## src/hdl/dvrt_pkg.sv

```systemverilog
// Shared types and constants for the distance-vector route table.
package dvrt_pkg;

  localparam int unsigned AddrW = 32;

  typedef enum logic [1:0] {
    CMD_ADVERT = 2'd0,
    CMD_TICK   = 2'd1,
    CMD_LOOKUP = 2'd2,
    CMD_NONE   = 2'd3
  } cmd_e;

  typedef enum logic [3:0] {
    ST_NOCHANGE  = 4'd0,
    ST_CHANGED   = 4'd1,
    ST_BADMETRIC = 4'd2,
    ST_ZEROADDR  = 4'd3,
    ST_IFACEDOWN = 4'd4,
    ST_FULL      = 4'd5,
    ST_HIT       = 4'd6,
    ST_MISS      = 4'd7,
    ST_TICKDONE  = 4'd8
  } status_e;

  typedef enum logic [2:0] {
    REG_TIMEOUT = 3'd0,
    REG_LINKUP  = 3'd1,
    REG_NET0    = 3'd2,
    REG_MASK0   = 3'd3,
    REG_NET1    = 3'd4,
    REG_MASK1   = 3'd5,
    REG_NET2    = 3'd6,
    REG_MASK2   = 3'd7
  } reg_e;

  typedef enum logic [5:0] {
    OP_IDLE   = 6'b000001,
    OP_SCAN   = 6'b000010,
    OP_CONN   = 6'b000100,
    OP_INSERT = 6'b001000,
    OP_RESULT = 6'b010000,
    OP_UNUSED = 6'b100000
  } phase_e;

  // Controller to datapath.
  typedef struct packed {
    logic start;     // latch the beat and clear scan state
    logic scan;      // visit one slot (main pass)
    logic conn;      // visit one slot (connected-route pass)
    logic conn_next; // finish current interface of connected pass
    logic finish;    // commit and load result register
  } dp_cmd_t;

  // Datapath to controller.
  typedef struct packed {
    logic last_slot;
    logic last_iface;
    logic early_done;
  } dp_sts_t;

endpackage

```

## src/hdl/distance_vector_route_table_unit.sv

```systemverilog
// Top level of the distance-vector route table.
//
//  group    direction  payload
//  s_axis   in         tdata: address, netmask, adv_metric, source_router; tuser: cmd, iface
//  m_axis   out        tdata: gateway, out_iface, metric, removed, update; tuser: status
//  cfg      in         index 3 bits, data 32 bits
//
// Each command is carried out by the one-slot-per-cycle table scan; an advert or an
// empty command may end the scan early, and a tick adds one connected-route pass per
// interface. Reset clears all valid bits at once, with no clearing pass.
// One beat is in work at a time; the result register frees the next beat
// as soon as the result is loaded, and a held result stalls only the finish.
module distance_vector_route_table_unit import dvrt_pkg::*; #(
  parameter int unsigned TABLE_DEPTH     = 32,
  parameter int unsigned NUM_IFACES      = 3,
  parameter int unsigned METRIC_INFINITY = 16
) (
  input  logic         clk_i,
  input  logic         rst_ni,
  input  logic         s_axis_tvalid,
  output logic         s_axis_tready,
  // address[31:0], netmask[63:32], adv_metric[95:64], source_router[127:96]
  input  logic [127:0] s_axis_tdata,
  // cmd[1:0], arrival_iface[3:2]
  input  logic [3:0]   s_axis_tuser,
  input  logic         s_axis_tlast,
  output logic         m_axis_tvalid,
  input  logic         m_axis_tready,
  // gateway[31:0], out_iface[33:32], route_metric[38:34], removed_count[44:39],
  // update_needed[45], zero fill above
  output logic [47:0]  m_axis_tdata,
  // status[3:0]
  output logic [3:0]   m_axis_tuser,
  input  logic         cfg_valid_i,
  output logic         cfg_ready_o,
  input  logic [2:0]   cfg_index_i,
  input  logic [31:0]  cfg_data_i
);

  dp_cmd_t cmd;
  dp_sts_t sts;
  logic busy, in_fire, out_take;
  logic [3:0] st;
  logic upd;
  logic [31:0] nh;
  logic [1:0] oif;
  logic [4:0] met;
  logic [5:0] rem;
  logic is_tick_q;

  assign s_axis_tready = !busy;
  assign in_fire  = s_axis_tvalid && s_axis_tready;
  assign out_take = m_axis_tvalid && m_axis_tready;
  assign cfg_ready_o = 1'b1;

  always_ff @(posedge clk_i or negedge rst_ni) begin
    if (!rst_ni) begin
      is_tick_q <= 1'b0;
    end else if (in_fire) begin
      is_tick_q <= (s_axis_tuser[1:0] == CMD_TICK);
    end
  end

  dvrt_ctrl u_ctrl (
    .clk_i, .rst_ni,
    .in_fire_i(in_fire),
    .is_tick_i(is_tick_q),
    .out_free_i(!m_axis_tvalid || m_axis_tready),
    .sts_i(sts),
    .cmd_o(cmd),
    .busy_o(busy)
  );

  dvrt_datapath #(
    .TableDepth(TABLE_DEPTH), .NumIfaces(NUM_IFACES), .MetricInfinity(METRIC_INFINITY)
  ) u_dp (
    .clk_i, .rst_ni,
    .cmd_i(cmd), .sts_o(sts),
    .in_cmd_i(s_axis_tuser[1:0]),
    .in_address_i(s_axis_tdata[31:0]),
    .in_netmask_i(s_axis_tdata[63:32]),
    .in_metric_i(s_axis_tdata[95:64]),
    .in_source_i(s_axis_tdata[127:96]),
    .in_iface_i(s_axis_tuser[3:2]),
    .in_last_i(s_axis_tlast),
    .cfg_we_i(cfg_valid_i),
    .cfg_idx_i(cfg_index_i),
    .cfg_data_i(cfg_data_i),
    .out_take_i(out_take),
    .out_valid_o(m_axis_tvalid),
    .out_status_o(st),
    .out_update_o(upd),
    .out_gateway_o(nh),
    .out_iface_o(oif),
    .out_metric_o(met),
    .out_removed_o(rem)
  );

  assign m_axis_tuser = st;
  assign m_axis_tdata = {2'b00, upd, rem, met, oif, nh};

endmodule

```

## src/hdl/dvrt_ctrl.sv

```systemverilog
// Sequencing controller of the route table.
module dvrt_ctrl import dvrt_pkg::*; (
  input  logic    clk_i,
  input  logic    rst_ni,
  input  logic    in_fire_i,
  input  logic    is_tick_i,
  input  logic    out_free_i,
  input  dp_sts_t sts_i,
  output dp_cmd_t cmd_o,
  output logic    busy_o
);

  phase_e state_q, state_d;

  always_comb begin
    state_d = state_q;
    cmd_o   = '0;
    case (state_q)
      OP_IDLE: begin
        if (in_fire_i) begin
          cmd_o.start = 1'b1;
          state_d = OP_SCAN;
        end
      end
      OP_SCAN: begin
        cmd_o.scan = 1'b1;
        if (sts_i.early_done) begin
          state_d = OP_RESULT;
        end else if (sts_i.last_slot) begin
          state_d = is_tick_i ? OP_CONN : OP_RESULT;
        end
      end
      OP_CONN: begin
        cmd_o.conn = 1'b1;
        if (sts_i.last_slot) begin
          state_d = OP_INSERT;
        end
      end
      OP_INSERT: begin
        cmd_o.conn_next = 1'b1;
        state_d = sts_i.last_iface ? OP_RESULT : OP_CONN;
      end
      OP_RESULT: begin
        if (out_free_i) begin
          cmd_o.finish = 1'b1;
          state_d = OP_IDLE;
        end
      end
      default: state_d = OP_IDLE;
    endcase
  end

  always_ff @(posedge clk_i or negedge rst_ni) begin
    if (!rst_ni) begin
      state_q <= OP_IDLE;
    end else begin
      state_q <= state_d;
    end
  end

  assign busy_o = (state_q != OP_IDLE);

endmodule

```

## src/hdl/dvrt_datapath.sv

```systemverilog
// Route table storage, slot scan logic and result register.
module dvrt_datapath import dvrt_pkg::*; #(
  parameter int unsigned TableDepth     = 32,
  parameter int unsigned NumIfaces      = 3,
  parameter int unsigned MetricInfinity = 16
) (
  input  logic                clk_i,
  input  logic                rst_ni,
  input  dp_cmd_t             cmd_i,
  output dp_sts_t             sts_o,
  input  logic [1:0]          in_cmd_i,
  input  logic [AddrW-1:0]    in_address_i,
  input  logic [AddrW-1:0]    in_netmask_i,
  input  logic [AddrW-1:0]    in_metric_i,
  input  logic [AddrW-1:0]    in_source_i,
  input  logic [1:0]          in_iface_i,
  input  logic                in_last_i,
  input  logic                cfg_we_i,
  input  logic [2:0]          cfg_idx_i,
  input  logic [AddrW-1:0]    cfg_data_i,
  input  logic                out_take_i,
  output logic                out_valid_o,
  output logic [3:0]          out_status_o,
  output logic                out_update_o,
  output logic [AddrW-1:0]    out_gateway_o,
  output logic [1:0]          out_iface_o,
  output logic [4:0]          out_metric_o,
  output logic [5:0]          out_removed_o
);

  localparam int unsigned IdxW = (TableDepth > 1) ? $clog2(TableDepth) : 1;
  localparam logic [IdxW-1:0] LastIdx = IdxW'(TableDepth - 1);
  localparam logic [4:0] Inf = 5'(MetricInfinity);

  // Configuration.
  logic [7:0]       timeout_q;
  logic [2:0]       linkup_q;
  logic [AddrW-1:0] net_q [3];
  logic [AddrW-1:0] nmask_q [3];

  always_ff @(posedge clk_i or negedge rst_ni) begin
    if (!rst_ni) begin
      timeout_q <= 8'd20;
      linkup_q  <= 3'b111;
      for (int i = 0; i < 3; i++) begin
        net_q[i]   <= '0;
        nmask_q[i] <= '0;
      end
    end else if (cfg_we_i) begin
      case (cfg_idx_i)
        REG_TIMEOUT: timeout_q <= cfg_data_i[7:0];
        REG_LINKUP:  linkup_q  <= cfg_data_i[2:0];
        REG_NET0:    net_q[0]  <= cfg_data_i;
        REG_MASK0:   nmask_q[0] <= cfg_data_i;
        REG_NET1:    net_q[1]  <= cfg_data_i;
        REG_MASK1:   nmask_q[1] <= cfg_data_i;
        REG_NET2:    net_q[2]  <= cfg_data_i;
        REG_MASK2:   nmask_q[2] <= cfg_data_i;
        default:     timeout_q <= timeout_q;
      endcase
    end
  end

  function automatic logic link_up(logic [2:0] up, logic [1:0] i);
    link_up = (32'(i) < NumIfaces) && (i != 2'd3) && up[i];
  endfunction

  // Table.
  logic [TableDepth-1:0] valid_q;
  logic [AddrW-1:0] dest_q [TableDepth];
  logic [AddrW-1:0] emask_q [TableDepth];
  logic [AddrW-1:0] gw_q [TableDepth];
  logic [1:0]       eif_q [TableDepth];
  logic [4:0]       emet_q [TableDepth];
  logic [7:0]       age_q [TableDepth];

  // Latched beat.
  logic [1:0]       cmd_q;
  logic [AddrW-1:0] addr_q, nmsk_q, met_q, src_q;
  logic [1:0]       arr_q;
  logic             last_q, pkt_changed_q;

  // Scan state.
  logic [IdxW-1:0] idx_q;
  logic [1:0]      cif_q;
  logic            hit_q, free_q, found_q;
  logic [IdxW-1:0] hit_idx_q, free_idx_q, best_idx_q;
  logic [5:0]      best_len_q;
  logic [5:0]      removed_q;
  logic [3:0]      pre_st_q;

  // Output register.
  logic             ov_q;
  logic [3:0]       ost_q;
  logic             oupd_q;
  logic [AddrW-1:0] ogw_q;
  logic [1:0]       oif_q;
  logic [4:0]       omet_q;
  logic [5:0]       orem_q;

  // Advert pre-checks, evaluated on the incoming beat.
  logic [3:0] pre_st_d;
  always_comb begin
    pre_st_d = ST_NOCHANGE;
    for (int i = 0; i < 3; i++) begin
      if (i < NumIfaces && ((net_q[i] & nmask_q[i]) == (in_address_i & in_netmask_i)) &&
          !linkup_q[i]) begin
        pre_st_d = ST_IFACEDOWN;
      end
    end
    if (pre_st_d == ST_NOCHANGE) begin
      if (32'(in_iface_i) >= NumIfaces) begin
        pre_st_d = ST_IFACEDOWN;
      end else if (in_metric_i > AddrW'(MetricInfinity)) begin
        pre_st_d = ST_BADMETRIC;
      end else if (in_address_i == '0 || in_netmask_i == '0) begin
        pre_st_d = ST_ZEROADDR;
      end
    end
  end

  logic        cur_v;
  logic [AddrW-1:0] cur_dest, cur_mask, cur_gw;
  logic [1:0]  cur_if;
  logic [4:0]  cur_met;
  logic [7:0]  cur_age, aged;
  logic [5:0]  cur_len;
  logic        lk_match, tick_rm, conn_match;
  logic [AddrW:0] met_p1;

  always_comb begin
    cur_v    = valid_q[idx_q];
    cur_dest = dest_q[idx_q];
    cur_mask = emask_q[idx_q];
    cur_gw   = gw_q[idx_q];
    cur_if   = eif_q[idx_q];
    cur_met  = emet_q[idx_q];
    cur_age  = age_q[idx_q];
    cur_len  = 6'($countones(cur_mask));
    aged     = (cur_age == 8'hFF) ? cur_age : cur_age + 8'd1;
    tick_rm  = (aged > timeout_q) || !link_up(linkup_q, cur_if);
    lk_match = cur_v && (cur_met < Inf) &&
               (cur_dest == addr_q || cur_dest == (addr_q & cur_mask));
    conn_match = cur_v && (cur_if == cif_q) && (cur_gw == '0);
    met_p1   = {1'b0, met_q} + 1'b1;
  end

  assign sts_o.last_slot  = (idx_q == LastIdx);
  assign sts_o.last_iface = (32'(cif_q) + 1 >= NumIfaces);
  assign sts_o.early_done = (cmd_q == CMD_ADVERT && (pre_st_q != ST_NOCHANGE ||
                             (cur_v && cur_dest == addr_q))) || cmd_q == CMD_NONE;

  logic [3:0] fin_st;
  logic       fin_chg;
  always_comb begin
    fin_st  = ST_NOCHANGE;
    fin_chg = 1'b0;
    case (cmd_q)
      CMD_ADVERT: begin
        if (pre_st_q != ST_NOCHANGE) begin
          fin_st = pre_st_q;
        end else if (hit_q) begin
          if ({28'd0, emet_q[hit_idx_q]} > met_p1) begin
            fin_st = ST_CHANGED;
          end
        end else if (met_q < AddrW'(MetricInfinity)) begin
          fin_st = free_q ? ST_CHANGED : ST_FULL;
        end
        fin_chg = (fin_st == ST_CHANGED);
      end
      CMD_TICK:   fin_st = ST_TICKDONE;
      CMD_LOOKUP: fin_st = found_q ? ST_HIT : ST_MISS;
      default:    fin_st = ST_NOCHANGE;
    endcase
  end

  always_ff @(posedge clk_i or negedge rst_ni) begin
    if (!rst_ni) begin
      valid_q <= '0;
      pkt_changed_q <= 1'b0;
      ov_q <= 1'b0;
      idx_q <= '0;
      cif_q <= '0;
    end else begin
      if (out_take_i) begin
        ov_q <= 1'b0;
      end
      if (cmd_i.start) begin
        cmd_q <= in_cmd_i; addr_q <= in_address_i; nmsk_q <= in_netmask_i;
        met_q <= in_metric_i; src_q <= in_source_i; arr_q <= in_iface_i;
        last_q <= in_last_i; pre_st_q <= pre_st_d;
        idx_q <= '0; cif_q <= '0;
        hit_q <= 1'b0; free_q <= 1'b0; found_q <= 1'b0;
        best_len_q <= '0; removed_q <= '0;
      end
      if (cmd_i.scan) begin
        idx_q <= idx_q + 1'b1;
        // A slot that the tick removes counts as free for the connected-route pass.
        if ((!cur_v || (cmd_q == CMD_TICK && tick_rm)) && !free_q) begin
          free_q <= 1'b1; free_idx_q <= idx_q;
        end
        case (cmd_q)
          CMD_ADVERT: begin
            if (cur_v && cur_dest == addr_q) begin
              hit_q <= 1'b1; hit_idx_q <= idx_q;
            end
          end
          CMD_TICK: begin
            if (cur_v) begin
              age_q[idx_q] <= aged;
              if (tick_rm) begin
                valid_q[idx_q] <= 1'b0;
                removed_q <= removed_q + 1'b1;
              end
            end
          end
          CMD_LOOKUP: begin
            if (lk_match && (!found_q || cur_len > best_len_q)) begin
              found_q <= 1'b1; best_idx_q <= idx_q; best_len_q <= cur_len;
            end
          end
          default: idx_q <= idx_q + 1'b1;
        endcase
        if (sts_o.last_slot || sts_o.early_done) begin
          idx_q <= '0;
        end
      end
      if (cmd_i.conn) begin
        idx_q <= sts_o.last_slot ? '0 : idx_q + 1'b1;
        if (link_up(linkup_q, cif_q)) begin
          if (conn_match && !found_q) begin
            found_q <= 1'b1;
            emet_q[idx_q] <= '0;
            age_q[idx_q] <= '0;
          end
          if (!cur_v && !free_q) begin
            free_q <= 1'b1; free_idx_q <= idx_q;
          end
        end
      end
      if (cmd_i.conn_next) begin
        if (link_up(linkup_q, cif_q) && !found_q && free_q) begin
          valid_q[free_idx_q] <= 1'b1;
          dest_q[free_idx_q]  <= net_q[cif_q] & nmask_q[cif_q];
          emask_q[free_idx_q] <= nmask_q[cif_q];
          gw_q[free_idx_q]    <= '0;
          eif_q[free_idx_q]   <= cif_q;
          emet_q[free_idx_q]  <= '0;
          age_q[free_idx_q]   <= '0;
        end
        cif_q <= cif_q + 1'b1;
        found_q <= 1'b0;
        free_q <= 1'b0;
      end
      if (cmd_i.finish) begin
        ov_q  <= 1'b1;
        ost_q <= fin_st;
        oupd_q <= 1'b0; ogw_q <= '0; oif_q <= '0; omet_q <= '0; orem_q <= '0;
        if (cmd_q == CMD_ADVERT) begin
          if (pre_st_q == ST_NOCHANGE) begin
            if (hit_q) begin
              if (met_q < AddrW'(MetricInfinity)) begin
                age_q[hit_idx_q] <= '0;
              end
              if (fin_chg) begin
                emet_q[hit_idx_q] <= met_p1[4:0];
                gw_q[hit_idx_q]   <= src_q;
                eif_q[hit_idx_q]  <= arr_q;
              end
            end else if (fin_chg) begin
              valid_q[free_idx_q] <= 1'b1;
              dest_q[free_idx_q]  <= addr_q;
              emask_q[free_idx_q] <= nmsk_q;
              gw_q[free_idx_q]    <= src_q;
              eif_q[free_idx_q]   <= arr_q;
              emet_q[free_idx_q]  <= met_p1[4:0];
              age_q[free_idx_q]   <= '0;
            end
          end
          if (last_q) begin
            oupd_q <= pkt_changed_q | fin_chg;
            pkt_changed_q <= 1'b0;
          end else if (fin_chg) begin
            pkt_changed_q <= 1'b1;
          end
        end else if (cmd_q == CMD_TICK) begin
          orem_q <= removed_q;
        end else if (cmd_q == CMD_LOOKUP && found_q) begin
          ogw_q  <= gw_q[best_idx_q];
          oif_q  <= eif_q[best_idx_q];
          omet_q <= emet_q[best_idx_q];
        end
      end
    end
  end

  assign out_valid_o    = ov_q;
  assign out_status_o   = ost_q;
  assign out_update_o   = oupd_q;
  assign out_gateway_o  = ogw_q;
  assign out_iface_o    = oif_q;
  assign out_metric_o   = omet_q;
  assign out_removed_o  = orem_q;

endmodule

```

## config.mk

```make
export PLATFORM = sky130hd
export DESIGN_NAME = distance_vector_route_table_unit
export DESIGN_NICKNAME = d
export VERILOG_FILES = /design/src/hdl/dvrt_pkg.sv /design/src/hdl/distance_vector_route_table_unit.sv /design/src/hdl/dvrt_ctrl.sv /design/src/hdl/dvrt_datapath.sv
export SDC_FILE = /design/constraint.sdc
export NUM_CORES = 2
export LEC_CHECK = 0
export ABC_AREA = 1
export BUFFER_PORTS_ARGS = -buffer_cell sky130_fd_sc_hd__buf_2
export CAP_MARGIN = 20
export CORE_MARGIN = 4
export CORE_UTILIZATION = 45
export DETAILED_ROUTE_END_ITERATION = 16
export GPL_ROUTABILITY_DRIVEN = 0
export SLEW_MARGIN = 20
export SYNTH_ARGS = -nofsm -noshare
export SYNTH_HDL_FRONTEND = slang
export SYNTH_SLANG_ARGS = --single-unit
```

## constraint.sdc

```tcl
create_clock -name clk_i -period 11.16 [get_ports clk_i]
set_input_delay 0.558 -clock clk_i [delete_from_list [all_inputs] [get_ports clk_i]]
set_output_delay 0.558 -clock clk_i [all_outputs]
set_load 0.005 [all_outputs]
```

==> insert_results.sql <==
INSERT INTO impl_metrics (metric_group, metric, value, unit) VALUES
('route', 'wl_met3', '55900', 'um'),
('global_routing', 'maximum_number_of_pins_on_one_net_before_global_route_repair', '188', ''),
('route', 'detail-route-antenna-nets', '0', ''),
('die', 'core_region_area', '0.377', 'mm^2'),
('synthesis', 'proportion_of_synthesized_chip_area_in_sequential_cells', '70.1', '%'),
('clock_network', 'path_clk_slew', '0.06', 'ns'),
('timing', 'final_cycle_share', '81.8', '%'),
('global_routing', 'groute.usage.overall', '28.9', '%'),
('worst_setup_path', 'cp.arrival', '9.71', 'ns'),
('die', 'die_x', '624', 'um'),
('worst_setup_path', 'crit_top_cell', 'fa_1', ''),
('synthesis', 'synth.distinct_cells', '72', ''),
('route', 'wirelength', '582000', 'um'),
('route', 'detail_route.vias_per_cell', '6.13', ''),
('die', 'die_h', '624', 'um'),
('synthesis', 'number_of_enable_flip_flop_cells_after_synthesis', '3768', ''),
('die', 'top_level_ports', '228', ''),
('die', 'row_count', '225', ''),
('route', 'met2_wirelength', '270000', 'um'),
('finish', 'nets', '15200', ''),
('route', 'detailedRoute.firstPassIterationCount', '7', ''),
('timing', 'timing.final.max_slew_violations', '0', ''),
('route', 'drcViolationCount', '0', ''),
('timing', 'setup_total_negative_slack', '0', 'ns'),
('synthesis', 'syn_area_per_cell', '11.6', 'um^2'),
('synthesis', 'async_flop_share', '6.21', '%'),
('finish', 'stdcell_count', '20200', ''),
('timing', 'period_minus_slack', '9.13', 'ns'),
('synthesis', 'synth.cell_area', '0.171', 'mm^2'),
('worst_setup_path', 'critical_path_required', '11.74', 'ns'),
('timing', 'max_freq', '110', 'MHz'),
('die', 'die_footprint', '0.389', 'mm^2'),
('run', 'max_cap_violations', '0', ''),
('timing', 'hold_viol', '0', ''),
('outcome', 'outcome', 'complete, no violations', ''),
('worst_setup_path', 'worst_setup_path_start_kind', 'register', ''),
('timing', 'finClkSkew', '0.108', 'ns'),
('power_and_ir_drop', 'ir_worst_vdd', '0.955', 'mV'),
('clock_network', 'ctsRootBufferMaster', 'clkbuf_16', ''),
('synthesis', 'synth_seq_cells', '4023', ''),
('timing', 'setup-violations-final', '0', ''),
('finish', 'post_route_cells_drive_above_1_share', '9.39', '%'),
('clock_network', 'insertion_delay', '0.99', 'ns'),
('clock_network', 'clock_tree_from_tritoncts', 'built', ''),
('finish', 'multi_input_area', '0.0463', 'mm^2'),
('power_and_ir_drop', 'p_per_area', '221', 'mW/mm^2'),
('worst_setup_path', 'worst-setup-path-type', 'reg2reg', ''),
('route', 'highest_layer', 'met5', ''),
('global_routing', 'grt_pass1_wl', '827000', 'um'),
('synthesis', 'dominantRegCellSynth', 'edfxtp_1', ''),
('power_and_ir_drop', 'total_leakage_power', '0.0692', 'uW'),
('die', 'starting_density', '45.3', '%'),
('worst_setup_path', 'timing.critical_path.to_type', 'register', ''),
('clock_network', 'clkSinkCount', '4023', ''),
('timing', 'max_transition_margin', '21.8', '%'),
('finish', 'fillers', '32600', ''),
('worst_setup_path', 'crit_path_max_fanout', '21', ''),
('finish', 'syn2layout_area_growth', '13.0', '%'),
('global_routing', 'grt-ovfl-total', '0', ''),
('route', 'first_iter_violations', '17700', ''),
('route', 'avgRoutedWirePerCell', '28.7', 'um'),
('timing', 'grt_setup_unrepaired', 'false', ''),
('timing', 'max_slew.worst_pin.slew', '1.17', 'ns'),
('placed_design', 'detailed_place_hpwl', '334000', 'um'),
('route', 'vias', '124000', ''),
('finish', 'register_area', '0.120', 'mm^2'),
('worst_setup_path', 'cp_slowest_stage_delay', '0.85', 'ns'),
('synthesis', 'synthesis.instances', '14700', ''),
('global_routing', 'first_global_vias', '116000', ''),
('placed_design', 'placedCellCount', '19300', ''),
('route', 'wirelength_met1', '220000', 'um'),
('synthesis', 'yosysWarningCount', '0', ''),
('worst_setup_path', 'critical_path.slowest_cell', 'nor2_4', ''),
('clock_network', 'number_of_buffers_created_by_cts', '411', ''),
('clock_network', 'cts-root-to-sink-buffers', '4', ''),
('hold_path', 'worstHoldPathType', 'in2async', ''),
('global_routing', 'number_of_antenna_violations_at_the_first_check_in_global_routing', '19', ''),
('clock_network', 'cts_htree_levels', '5', ''),
('placed_design', 'port-buffer-count', '224', '');
==> synthesized netlist by cell type (32+ instances only) <==
cell | instances | area share [%]
nand2_1 | 1797 | 4.0
clkbuf_1 | 607 | 1.3
nor2_1 | 2668 | 5.9
inv_1 | 457 | 1.0
a22o_1 | 56 | 0.29
edfxtp_1 | 3768 | 66
or2_2 | 38 | 0.14
o21ai_1 | 33 | 0.097
nand4_1 | 99 | 0.36
xor2_1 | 80 | 0.41
o31ai_1 | 34 | 0.15
buf_6 | 32 | 0.21
nor3_1 | 173 | 0.51
a31oi_1 | 62 | 0.23
buf_4 | 35 | 0.15
nor4_1 | 107 | 0.39
nand3_1 | 332 | 0.97
o21ai_0 | 2356 | 6.9
ha_1 | 53 | 0.39
o22ai_1 | 678 | 2.5
dfrtp_1 | 244 | 3.6
buf_2 | 204 | 0.60
a21oi_1 | 185 | 0.54
o221ai_1 | 275 | 1.4
==> final cells by class <==
cell class	count	share of cell area, %
Timing Repair Buffer	708	2.97
Tap cell	4994	3.24
Inverter	482	0.959
Multi-Input combinational cell	9276	24.0
Antenna cell	11	0.0143
Clock inverter	248	1.17
Clock buffer	505	5.64
Sequential cell	4023	62.0
==> report_power, final <==
group	internal [uW]	total (uW)	switching, uW
logic	3490	11300	7790
clock network	7740	13600	5900
registers	17400	17600	239
total	28600	42500	13900
==> state kept, by name (all words and copies together), names as in the netlist, 32 cells and up, named ones only <==
signal / count
u_dp.emet_q: 160
u_dp.gw_q: 1024
u_dp.nmsk_q: 32
u_dp.src_q: 32
u_dp.emask_q: 1024
u_dp.eif_q: 64
u_dp.met_q: 32
u_dp.nmask_q: 96
u_dp.out_gateway_o: 32
u_dp.addr_q: 32
u_dp.valid_q: 32
u_dp.net_q: 96
u_dp.dest_q: 1024
u_dp.age_q: 256
==> metrics by stage <==
stage / hold slack (ns) / utilization (%) / area, um^2 / power, uW / setup slack, ns
6_report: 0.0703 / 51.2 / 193000 / 42500 / 2.03
5_1_grt: 0.101 / 51.2 / 193000 / 44500 / 1.71
4_1_cts: 0.0325 / 51.1 / 193000 / 42600 / 2.14
3_5_place_dp: 0.433 / 47.2 / 178000 / 29000 / 2.19
3_3_place_gp: 0.429 / 47.2 / 178000 / 28900 / 2.28
2_1_floorplan: 0.262 / - / 171000 / 25500 / 3.08
==> timing repair <==
item                      CTS  global route
hold buffers              168             0
gates resized for setup     0             0
setup buffers               0             0
hold endpoints to repair  370             0
==> layer usage <==
metal / vias up / GRT usage, %
met3: 1415 / 4.42
met1: 61600 / 38.4
met4: 8 / 15.0
met5: - / 0
met2: 7231 / 46.0
li1: 53800 / -
==> worst max-delay path: cells and delay by family (launching register included) <==
family	cells	cell delay (ns)
and+or+nand+nor	12	2.63
buffers and inverters	5	1.13
DFF	1	0.79
AOI/OAI and AO/OA	4	0.45
adders and majority gates	9	3.69
==> worst paths after layout <==
path / start / to / slack, ns / cells past startpoint
max: u_dp.idx_q[2] / u_dp.best_idx_q[0] / 2.03 / 30
min: rst_ni / u_dp.nmask_q[49] / 0.07 / 2
max reg2reg: u_dp.idx_q[2] / u_dp.best_idx_q[0] / 2.03 / 30
min reg2reg: u_dp.last_q / u_dp.pkt_changed_q / 0.45 / 1
max in group asynchronous: rst_ni / u_dp.idx_q[0] / 8.59 / 5
min in group clk_i: cfg_index_i[1] / u_dp.linkup_q[0] / 0.13 / 4
==> cell families after synthesis <==
group           synth area share, %
compound gates                 12.6
simple gates                   12.6
xor+xnor                      0.539
other cells                 0.00440
fa+ha+maj                     0.694
flops                          70.1
mux                          0.0117
buf+inv                        3.42
==> placed cells by master, fill, tap and decap left out, types with 62 or more instances in the layout <==
cell / n
edfxtp_1: 3768
nor2_1: 2578
o21ai_0: 2348
nand2_1: 1787
o22ai_1: 655
inv_1: 451
clkbuf_16: 420
nand3_1: 331
o221ai_1: 275
buf_4: 272
dfrtp_1: 240
buf_2: 223
a21oi_1: 183
dlygate4sd3_1: 168
nor3_1: 143
clkinv_1: 109
nor4_1: 107
nand4_1: 99
clkbuf_1: 80
xor2_1: 79
clkinv_2: 75
nor2_4: 70
a31oi_1: 62
Power figures use the tool's default switching activity.
